==> src/design/rhw_out_queue.sv <==
`default_nettype none

module rhw_out_queue #(
  parameter int W = 8
) (
  input  wire logic         clk,
  input  wire logic         rst_n,
  input  wire logic [1:0]   push_n,
  input  wire logic [W-1:0] push_a,
  input  wire logic [W-1:0] push_b,
  output logic [1:0]        free_n,
  output logic              q_valid,
  input  wire logic         q_ready,
  output logic [W-1:0]      q_item
);

  logic [1:0]   cnt_r, cnt_nxt;
  logic [W-1:0] head_r, head_nxt;
  logic [W-1:0] hold_r, hold_nxt;
  logic         pop;
  logic [1:0]   cnt_after;

  assign q_valid   = (cnt_r != 2'd0);
  assign q_item    = head_r;
  assign pop       = q_valid && q_ready;
  assign cnt_after = cnt_r - {1'b0, pop};
  assign free_n    = 2'd2 - cnt_after;

  always_comb begin
    head_nxt = head_r;
    hold_nxt = hold_r;
    if (cnt_after == 2'd0) begin
      if (push_n != 2'd0) head_nxt = push_a;
      if (push_n == 2'd2) hold_nxt = push_b;
    end else begin
      if (pop) head_nxt = hold_r;
      if (push_n != 2'd0) hold_nxt = push_a;
    end
    cnt_nxt = cnt_after + push_n;
  end

  always_ff @(posedge clk) begin
    if (!rst_n) begin
      cnt_r <= 2'd0;
    end else begin
      cnt_r <= cnt_nxt;
    end
  end

  always_ff @(posedge clk) begin
    head_r <= head_nxt;
    hold_r <= hold_nxt;
  end

endmodule

`default_nettype wire

==> config.mk <==
export PLATFORM = sky130hd
export DESIGN_NAME = rhw_out_queue
export DESIGN_NICKNAME = d
export VERILOG_FILES = /design/src/design/rhw_out_queue.sv
export SDC_FILE = /design/constraint.sdc
export NUM_CORES = 1
export LEC_CHECK = 0
export BUFFER_PORTS_ARGS = -buffer_cell sky130_fd_sc_hd__buf_4
export CAP_MARGIN = 30
export CORE_MARGIN = 5
export CORE_UTILIZATION = 42
export CTS_CLUSTER_SIZE = 40
export DETAILED_ROUTE_END_ITERATION = 10
export PLACE_DENSITY = 0.73
export SLEW_MARGIN = 20
export SYNTH_ARGS = -nofsm -noshare
export SYNTH_HDL_FRONTEND = slang
export SYNTH_SLANG_ARGS = --single-unit
==> constraint.sdc <==
create_clock -name clk -period 2.1 [get_ports clk]
set_clock_uncertainty 0.05 [all_clocks]
set_input_delay 0.105 -clock clk [delete_from_list [all_inputs] [get_ports clk]]
set_output_delay 0.105 -clock clk [all_outputs]
set_load 0.03 [all_outputs]
---- Yosys cells after proc, flatten, opt, wreduce, memory -nomap -nowiden ----
Index checks and enable logic that the tools add are counted.
storage, ports and cells
  output and inout port bits .............. 11
  flip-flop bits (word level) ............. 18
operators by class
  reductions and logical operators ........ 8
  mux-type cells .......................... 5
  add/subtract/negate cells ............... 3
  equality and inequality tests ........... 3
operator list
  cell                   number
  $mux W8                5
  $reduce_bool A2 Y1     4
  $ne A2 B1 Y1 const B   2
  $reduce_and A2 Y1      2
  $add A2 B2 Y2          1
  $eq A2 B2 Y1 const B   1
  $logic_not A2 Y1       1
  $sub A2 B1 Y2          1
  $sub A2 B2 Y2 const A  1
  $logic_and A1 B1 Y1    1

---- Longest topological paths before layout ----
Gate-level depths: netlist of run 1.
  depth in word-level cells ............... 6
  depth in mapped cells ................... 7
  gate-level depth less buffers ........... 5

---- Least setup slack after synthesis of run 1 ----
Ideal clock, no wire load.
  kind .................................... flip-flop to flip-flop
  from .................................... register cnt_r[1]
  to ...................................... register hold_r[1], data pin
  buffers on the path ..................... 2
  setup slack ............................. -193 ps
  cell stages (with the launch flop) ...... 8
  period minus slack after synthesis ...... 2,293 ps
  arrival ................................. 1,980 ps
  cells stage by stage .................... dfxtp_1 -> o21a_2 -> ha_1 -> xnor2_2 -> ha_1 -> clkbuf_1 -> buf_2 -> mux2_1
between the ends
  cells in the longest elaborated chain, start to end .. 5
RTL lines
  element                   line  RTL
  start: declaration        17    logic [1:0] cnt_r, cnt_nxt;
  start signal: assignment  46    cnt_r <= cnt_nxt;
  $reduce_bool A2 Y1        23    assign q_valid = (cnt_r != 2'd0);
  $logic_and A1 B1 Y1       25    assign pop = q_valid && q_ready;
  $sub A2 B1 Y2 (*)         26    assign cnt_after = cnt_r - {1'b0, pop};
  $logic_not A2 Y1 (*)      32    if (cnt_after == 2'd0) begin
  $mux W8 (*)               32
  net hold_nxt[1]           19    logic [W-1:0] hold_r, hold_nxt;
  end signal: assignment    52    hold_r <= hold_nxt;
  end: declaration          19
The timed path passes the listed nets; every way through them passes the cells marked *.
A chain may end at the register's enable or synchronous reset.

---- Worst setup path in the final report of run 1 ----
  from .................................... register cnt_r[1]
  to ...................................... register head_r[5] (netlist: q_item[5]), data pin
between the ends
  cells in the longest elaborated chain, start to end .. 5
RTL lines
  element                 line  RTL
  $reduce_bool A2 Y1      23
  $logic_and A1 B1 Y1     25
  $sub A2 B1 Y2 (*)       26
  $logic_not A2 Y1 (*)    32
  $mux W8 (*)             32
  net head_nxt[5]         18    logic [W-1:0] head_r, head_nxt;
  end signal: assignment  51    head_r <= head_nxt;
  end: declaration        18
Marked as above.

==> results of run 1 <==
layer usage:
metal	track usage [%]	routed length (um)	vias to the layer above	part of all wire, %
met5	0	0	-	0
met4	6.22	14	0	0.96
met3	1.91	105	2	7.2
met2	17.3	703	19	48
met1	12.2	632	258	43
li1	-	-	279	-
registers in the layout (all words and copies together), names as in the netlist:
name    cells
cnt_r       2
q_item      8
hold_r      8
power groups by stage:
stage | sequential [mW] | combinational (mW) | clock, mW
2_1_floorplan | 0.873 | 0.607 | 0
3_3_place_gp | 0.699 | 1.16 | 0
3_5_place_dp | 0.706 | 1.17 | 0
4_1_cts | 0.697 | 1.18 | 0.170
5_1_grt | 0.710 | 1.25 | 0.191
6_report | 0.694 | 1.16 | 0.163
worst max path at each step:
stage	end	cells past startpoint	start
2_1_floorplan	hold_r[1]	7	cnt_r[1]
3_3_place_gp	hold_r[1]	6	cnt_r[1]
3_5_place_dp	hold_r[2]	6	cnt_r[1]
4_1_cts	hold_r[2]	6	cnt_r[1]
5_1_grt	hold_r[0]	6	cnt_r[1]
6_report	q_item[5]	6	cnt_r[1]
worst max-delay path: cells and delay by family, from the launching register on:
kind | cells | cell delay [ns]
compound gates | 1 | 0.23
buf+inv | 1 | 0.17
mux | 1 | 0.34
flops | 1 | 0.35
fa+ha+maj | 2 | 0.39
xor+xnor | 1 | 0.18
through the flow:
| step | std cells | cell area [um^2] |
|---|---|---|
| after floorplan | 53 | 855 |
| after global placement | 116 | 1150 |
| after detailed placement | 116 | 1150 |
| after CTS | 121 | 1190 |
| after global routing | 121 | 1190 |
| final | 121 | 1190 |
Yosys cell counts:
master | instances | share of area (%)
a21oi_1 | 1 | 0.59
a31oi_1 | 2 | 1.5
and2_1 | 1 | 0.74
buf_2 | 1 | 0.59
clkbuf_1 | 1 | 0.44
dfxtp_1 | 2 | 4.7
edfxtp_1 | 16 | 57
ha_1 | 2 | 3.0
inv_1 | 3 | 1.3
mux2_1 | 16 | 21
nor2_1 | 2 | 0.89
nor2b_1 | 1 | 0.74
nor3b_1 | 1 | 0.89
o21a_2 | 1 | 1.0
or2_1 | 1 | 0.74
xnor2_2 | 1 | 1.9
xnor3_1 | 1 | 2.7
cell families (layout without fill, tap and decap cells):
logic type	after synthesis	after routing	share of synthesized area [%]
xor gates and xnor gates	2	2	4.59
adders and majority gates	2	2	2.96
and+or+nand+nor	6	6	4.00
muxes	16	16	21.3
AOI/OAI and AO/OA	4	4	3.11
DFF	18	18	61.6
buffers and inverters	5	46	2.37
layout make-up:
cell class	count	area, um^2	area share (%)
inverter	3	11.3	0.945
clock buffer	3	22.5	1.89
timing repair buffer	39	295	24.8
multi-input combinational	30	304	25.5
clock inverter	1	3.75	0.315
tap	27	33.8	2.84
sequential	18	520	43.7
what timing repair did:
action | in CTS | in global routing
hold buffers | 1 | 0
buffers inserted | 0 | 0
endpoints found under the hold margin | 1 | 0
==> flow_summary.yaml, run 1 <==
synthesis:
  ys_seq_elements: 18
  avgSynthCellArea_um2: 15.9
  synthDistinctLibCells: 17
  ys_seq_area_share_pct: 61.6
  synth.net_count: 76
  synthesis.area_um2: 845
  syn_inst: 53
  yosysWarnings: 0
sta:
  slew_violations: 0
  hold_viol: 0
  timing.hold.ws_ns: 0.0572
  grt_setup_unrepaired: "false"
  slew_headroom_pct: 86.0
  tightest_slew_ns: 0.209
  fin_crit_ns: 1.95
  fmax_mhz: 513
  setup_violations: 0
  period_share_pct: 92.8
  setup_ws_ns: 0.151
  fin_setup_tns_ns: 0
clock_tree:
  cts.sinks: 18
  insertion_delay_ns: 0.28
  clock_path_buffers: 2
  cts.root.buffer_cell: "clkbuf_4"
  path_clk_slew_ns: 0.09
  cts_buffers: 3
  ctsResizeCount: 0
  htree_levels: 1
  cts_tree: "yes"
drt:
  drt_iter0_drc: 4
  drtPass1Iterations: 2
  drc_errors: 0
  wl_um: 1460
  num_vias: 558
  wl_per_cell_um: 12.0
  drt-vias-per-instance: 4.61
  drt.antenna.violating_nets: 0
pwr:
  power_mw: 2.02
  leakage_nw: 0.512
  peakVddDrop_v: 0.00108
  p_int_mw: 1.25
  p_seq_share_pct: 34.4
  clockPowerShare_pct: 8.1
  combPwrFrac_pct: 57.5
  p_switching_mw: 0.765
  netSwitchingFraction_pct: 37.9
  powerDensity_nw_per_um2: 1690
setup_path:
  crit_arrival_ns: 1.93
  endpoint_kind: "flop"
  r2r_end: "q_item[5]"
  r2r-start: "cnt_r[1]"
  ff2ff_path_depth: 6
  start_kind: "flop"
  cp_slowest_cell: "dfxtp_1"
  cp.required_ns: 2.08
  critPathMaxStageDelay_ns: 0.35
  crit_path_frequent_cell: "ha_1"
  path_max_fanout: 8
  rrSetupSlack_ns: 0.15
  critPathKind: "flop to flop"
  cp_cell_sequence: "o21a_2, ha_1, xnor2_2, ha_1, buf_4, mux2_1"
outcome:
  status: "completed"
finish:
  final_common_cell: "buf_4"
  num_antenna_cells: 0
  drive_above_1_share_pct: 45.7
  syn_to_final_growth_pct: 41.0
  final_net_count: 118
  utilization_pct: 61.3
  fillers: 152
  most-common-layout-cells: "buf_4, mux2_1, edfxtp_1"
die:
  die_h_um: 54.8
  die_area_um2: 3010
  pin_count: 32
  num_rows: 16
  die_x_um: 54.8
  core_area_um2: 1940
  start_util_pct: 43.5
global_route:
  gr-usage-all-layers_pct: 10.4
  grt_max_degree: 11
  antenna_found_initial: 0
  grt_overflow: 0
  grt_pass1_vias: 532
  grt_pass1_wl_um: 2160
placement:
  dp_hpwl_um: 1180
  pre_cts_slack_ns: 0.149
  place.gp.congestion: 0.661
  io_buffers: 31
hold_path:
  hold_path.class: "input pin to flop"
  min_to: "hold_r[4]"
  min_path_cells: 2
  worstHoldStart: "push_b[4]"
flow_run:
  cap_violations: 0
(Power assumes the default switching activity.)
==> run 2, diff against run 1 <==
--- a/config.mk
+++ b/config.mk
@@ -7,7 +7,8 @@
 export LEC_CHECK = 0
 export BUFFER_PORTS_ARGS = -buffer_cell sky130_fd_sc_hd__buf_4
 export CAP_MARGIN = 30
-export CORE_MARGIN = 5
+export CORE_ASPECT_RATIO = 1.25
+export CORE_MARGIN = 4
 export CORE_UTILIZATION = 42
 export CTS_CLUSTER_SIZE = 40
 export DETAILED_ROUTE_END_ITERATION = 10
==> run 2 against run 1 <==
Fmax is 0.12% higher. Final area fell by 0.84%. Setup slack better by 0.0024 ns. Highest routed layer unchanged. Utilization up 3.2 points. Clock power rose by 2%. Via count is 2.7% higher. Worst hold slack lost 0.0028 ns. Global-route usage is 2.9 points higher. Critical endpoint is now hold_r[0]. Combinational power about the same. Final cell count decreased by 6.6%. Flip-flop and latch count stayed put.
==> flow_summary.yaml, run 2 (synthesis gave the netlist of run 1 again) <==
finish:
  final_common_cell: "buf_4"
  utilization_pct: 64.6
  syn_to_final_growth_pct: 39.9
  most-common-layout-cells: "buf_4, mux2_1, edfxtp_1"
  final_net_count: 118
  final_cells: 113
  drive_above_1_share_pct: 45.7
  design_area_um2: 1180
  num_antenna_cells: 0
die:
  die_h_um: 58.1
  die_x_um: 48.1
  die_area_um2: 2800
  num_rows: 17
  pin_count: 32
  start_util_pct: 46.2
  core_area_um2: 1830
setup_path:
  cp_cell_sequence: "o21a_2, ha_1, xnor2_2, ha_1, buf_4, mux2_1"
  rrSetupSlack_ns: 0.15
  ff2ff_path_depth: 6
  start_kind: "flop"
  endpoint_kind: "flop"
  critPathMaxStageDelay_ns: 0.35
  cp.required_ns: 2.09
  worst-path-buf-inv: 1
  critPathKind: "flop to flop"
  cp_slowest_cell: "dfxtp_1"
  crit_arrival_ns: 1.93
  path_max_fanout: 8
  cp_top_family: "adder cells"
  r2r_end: "hold_r[0]"
  crit_path_frequent_cell: "ha_1"
  r2r-start: "cnt_r[1]"
pwr:
  leakage_nw: 0.512
  combPwrFrac_pct: 57.3
  powerDensity_nw_per_um2: 1710
  clockPowerShare_pct: 8.2
  power_mw: 2.02
  p_seq_share_pct: 34.5
  p_switching_mw: 0.771
  peakVddDrop_v: 0.00117
  netSwitchingFraction_pct: 38.1
  p_int_mw: 1.25
sta:
  fin_setup_tns_ns: 0
  slew_violations: 0
  grt_setup_unrepaired: "false"
  period_share_pct: 92.7
  setup_ws_ns: 0.153
  timing.hold.ws_ns: 0.0544
  slew_headroom_pct: 86.8
  tightest_slew_ns: 0.198
  setup_violations: 0
  hold_viol: 0
  fin_crit_ns: 1.95
  fmax_mhz: 514
drt:
  drt-vias-per-instance: 5.07
  wl_um: 1560
  drt_iter0_drc: 4
  drt.antenna.violating_nets: 0
  num_vias: 573
  drc_errors: 0
  wl_per_cell_um: 13.8
  drtPass1Iterations: 3
placement:
  dp_hpwl_um: 1300
  pre_cts_slack_ns: 0.144
  place.gp.congestion: 0.691
  io_buffers: 31
  dpl_cell_area_um2: 1140
  dp_cells: 108
hold_path:
  min_path_cells: 2
  worstHoldStart: "push_b[7]"
  hold_path.class: "input pin to flop"
  min_to: "hold_r[7]"
outcome:
  status: "completed"
clock_tree:
  cts.sinks: 18
  ctsResizeCount: 0
  cts_tree: "yes"
  path_clk_slew_ns: 0.09
  clock_path_buffers: 2
  cts_buffers: 3
  htree_levels: 1
  cts.root.buffer_cell: "clkbuf_4"
  insertion_delay_ns: 0.28
global_route:
  antenna_found_initial: 0
  grt_overflow: 0
  grt_max_degree: 11
  grt_pass1_wl_um: 2600
  grt_pass1_vias: 621
  gr-usage-all-layers_pct: 13.2
flow_run:
  cap_violations: 0
## run 2: cell counts in the layout (fill, tap and decap cells not counted)
No cell type changed its count.
## run 2: how the worst max path moves through the flow
stage,startpoint,end,depth (start not counted)
after detailed placement,cnt_r[1],hold_r[0],6
after global placement,cnt_r[1],hold_r[0],6
after global routing,cnt_r[1],q_item[2],6
final,cnt_r[1],hold_r[0],6
after floorplan,cnt_r[1],hold_r[1],7
after CTS,cnt_r[1],hold_r[0],6
## run 2: layer usage
layer,track usage [%],wire length (um),vias up
li1,-,-,281
met1,14.3,612,263
met2,22.3,806,23
met3,3.73,101,6
met4,6.92,42,0
met5,0,0,-
## run 2: final cells by class
class	count	area, um^2
tap	19	23.8
clock inverter	1	3.75
inverter	3	11.3
sequential	18	520
clock buffer	3	22.5
timing repair buffer	39	295
fill	140	648
multi-input combinational	30	304
## run 2: what timing repair did
action	in CTS	in global routing
hold buffers	1	0
hold endpoints to repair	1	0
endpoints found under the setup margin	0	0
setup buffers	0	0
## run 2: power groups by stage
stage	Sequential, mW	Combinational (mW)	Clock (mW)
floorplan	0.873	0.607	0
global placement	0.699	1.16	0
detailed placement	0.711	1.18	0
CTS	0.702	1.18	0.177
global route	0.718	1.27	0.186
finish	0.698	1.16	0.167
==> run 3, diff against run 2 <==
--- a/config.mk
+++ b/config.mk
@@ -13,6 +13,7 @@
 export CTS_CLUSTER_SIZE = 40
 export DETAILED_ROUTE_END_ITERATION = 10
 export PLACE_DENSITY = 0.73
+export RECOVER_POWER = 50
 export SLEW_MARGIN = 20
 export SYNTH_ARGS = -nofsm -noshare
 export SYNTH_HDL_FRONTEND = slang
==> run 3 against run 2 <==
First-iteration DRC count increased by 130%. Wire length grew 0.19%. Die area did not move. Critical path depth stayed put. Clock power barely moved. Via count decreased by 0.35%. Total power fell by 6.9%. Combinational power fell by 12%. Final area is 5.0% lower. Critical endpoint unchanged. Largest power group unchanged. Highest routed layer unchanged.
==> flow_summary.yaml, run 3 (synthesis gave the netlist of run 1 again) <==
setup_path:
  path_max_fanout: 8
  start_kind: "flop"
  crit_path_frequent_cell: "ha_1"
  endpoint_kind: "flop"
  critPathMaxStageDelay_ns: 0.34
  cp_top_family: "adder cells"
  cp_slowest_cell: "dfxtp_1"
  cp.required_ns: 2.09
  worst-path-buf-inv: 1
  cp_cell_sequence: "o21a_2, ha_1, xnor2_1, ha_1, buf_4, mux2_1"
  critPathKind: "flop to flop"
  crit_arrival_ns: 1.94
finish:
  drive_above_1_share_pct: 30.9
  design_area_um2: 1120
  utilization_pct: 61.4
  final_cells: 113
  final_common_cell: "buf_4"
  syn_to_final_growth_pct: 32.9
  num_antenna_cells: 0
  fillers: 152
  final_net_count: 118
  most-common-layout-cells: "buf_4, mux2_1, edfxtp_1"
drt:
  wl_per_cell_um: 13.9
  drc_errors: 0
  drt_iter0_drc: 9
  drt.antenna.violating_nets: 0
  num_vias: 571
  drt-vias-per-instance: 5.05
  drtPass1Iterations: 3
  wl_um: 1570
placement:
  io_buffers: 31
  dp_cells: 108
  place.gp.congestion: 0.691
  dp_hpwl_um: 1300
  dpl_cell_area_um2: 1140
clock_tree:
  insertion_delay_ns: 0.28
  cts.sinks: 18
  cts_setup_buffers: 0
  htree_levels: 1
  path_clk_slew_ns: 0.09
  clock_path_buffers: 2
  cts.root.buffer_cell: "clkbuf_4"
  cts_tree: "yes"
  cts_buffers: 3
hold_path:
  hold_path.class: "input pin to flop"
die:
  start_util_pct: 46.2
  die_x_um: 48.1
  pin_count: 32
  num_rows: 17
  die_area_um2: 2800
  die_h_um: 58.1
  core_area_um2: 1830
sta:
  hold_viol: 0
  slew_headroom_pct: 74.6
  period_share_pct: 92.8
  tightest_slew_ns: 0.383
  fin_crit_ns: 1.95
  fin_setup_tns_ns: 0
  slew_violations: 0
  fmax_mhz: 513
  grt_setup_unrepaired: "false"
  setup_violations: 0
global_route:
  antenna_found_initial: 0
  grt_overflow: 0
  grt_pass1_wl_um: 2600
  grt_pass1_vias: 621
  gr-usage-all-layers_pct: 13.2
  grt_max_degree: 11
outcome:
  status: "completed"
pwr:
  leakage_nw: 0.460
  peakVddDrop_v: 0.00108
  powerDensity_nw_per_um2: 1680
flow_run:
  cap_violations: 0
## run 3: cell types whose count changed in the layout (fill, tap and decap cells not counted), sizes merged
cell	change
buf	-14
clkbuf	+14
## run 3: through the flow
step	setup slack, ns	total power, mW	hold WS [ns]
2_1_floorplan	0.000352	1.48	0.177
3_3_place_gp	0.191	1.86	0.284
3_5_place_dp	0.144	1.89	0.291
4_1_cts	0.135	2.06	0.0447
5_1_grt	0.0304	2.04	0.0438
6_report	0.151	1.88	0.0543
## run 3: timing repair
item | CTS | global route
endpoints found under the hold margin | 1 | 0
hold buffers | 1 | 0
resized for setup | 0 | 0
## run 3: worst paths after layout
kind / from / end / slack, ns / cells after the start
setup / recovery: cnt_r[1] / hold_r[0] / 0.15 / 6
hold / removal: push_b[7] / hold_r[7] / 0.05 / 2
setup reg to reg: cnt_r[1] / hold_r[0] / 0.15 / 6
hold reg to reg: hold_r[7] / q_item[7] / 0.49 / 1
## run 3: layout make-up
cell class	count	area, um^2	area share [%]
clock buffer	3	22.5	2.01
clock inverter	1	3.75	0.334
inverter	3	11.3	1.00
multi-input combinational	30	297	26.4
sequential	18	520	46.4
tap	19	23.8	2.12
timing repair buffer	39	244	21.7
## run 3: routing by layer
metal / share of wire, % / track usage, % / up-vias
met4: 2.7 / 6.92 / 0
met3: 6.8 / 3.73 / 6
met2: 51 / 22.3 / 23
met5: 0 / 0 / -
li1: - / - / 280
met1: 39 / 14.3 / 262
## run 3: power by group
| group | switching (mW) | internal [mW] |
|---|---|---|
| clock network | 0.0976 | 0.0690 |
| logic | 0.619 | 0.405 |
| registers | 0.0439 | 0.649 |
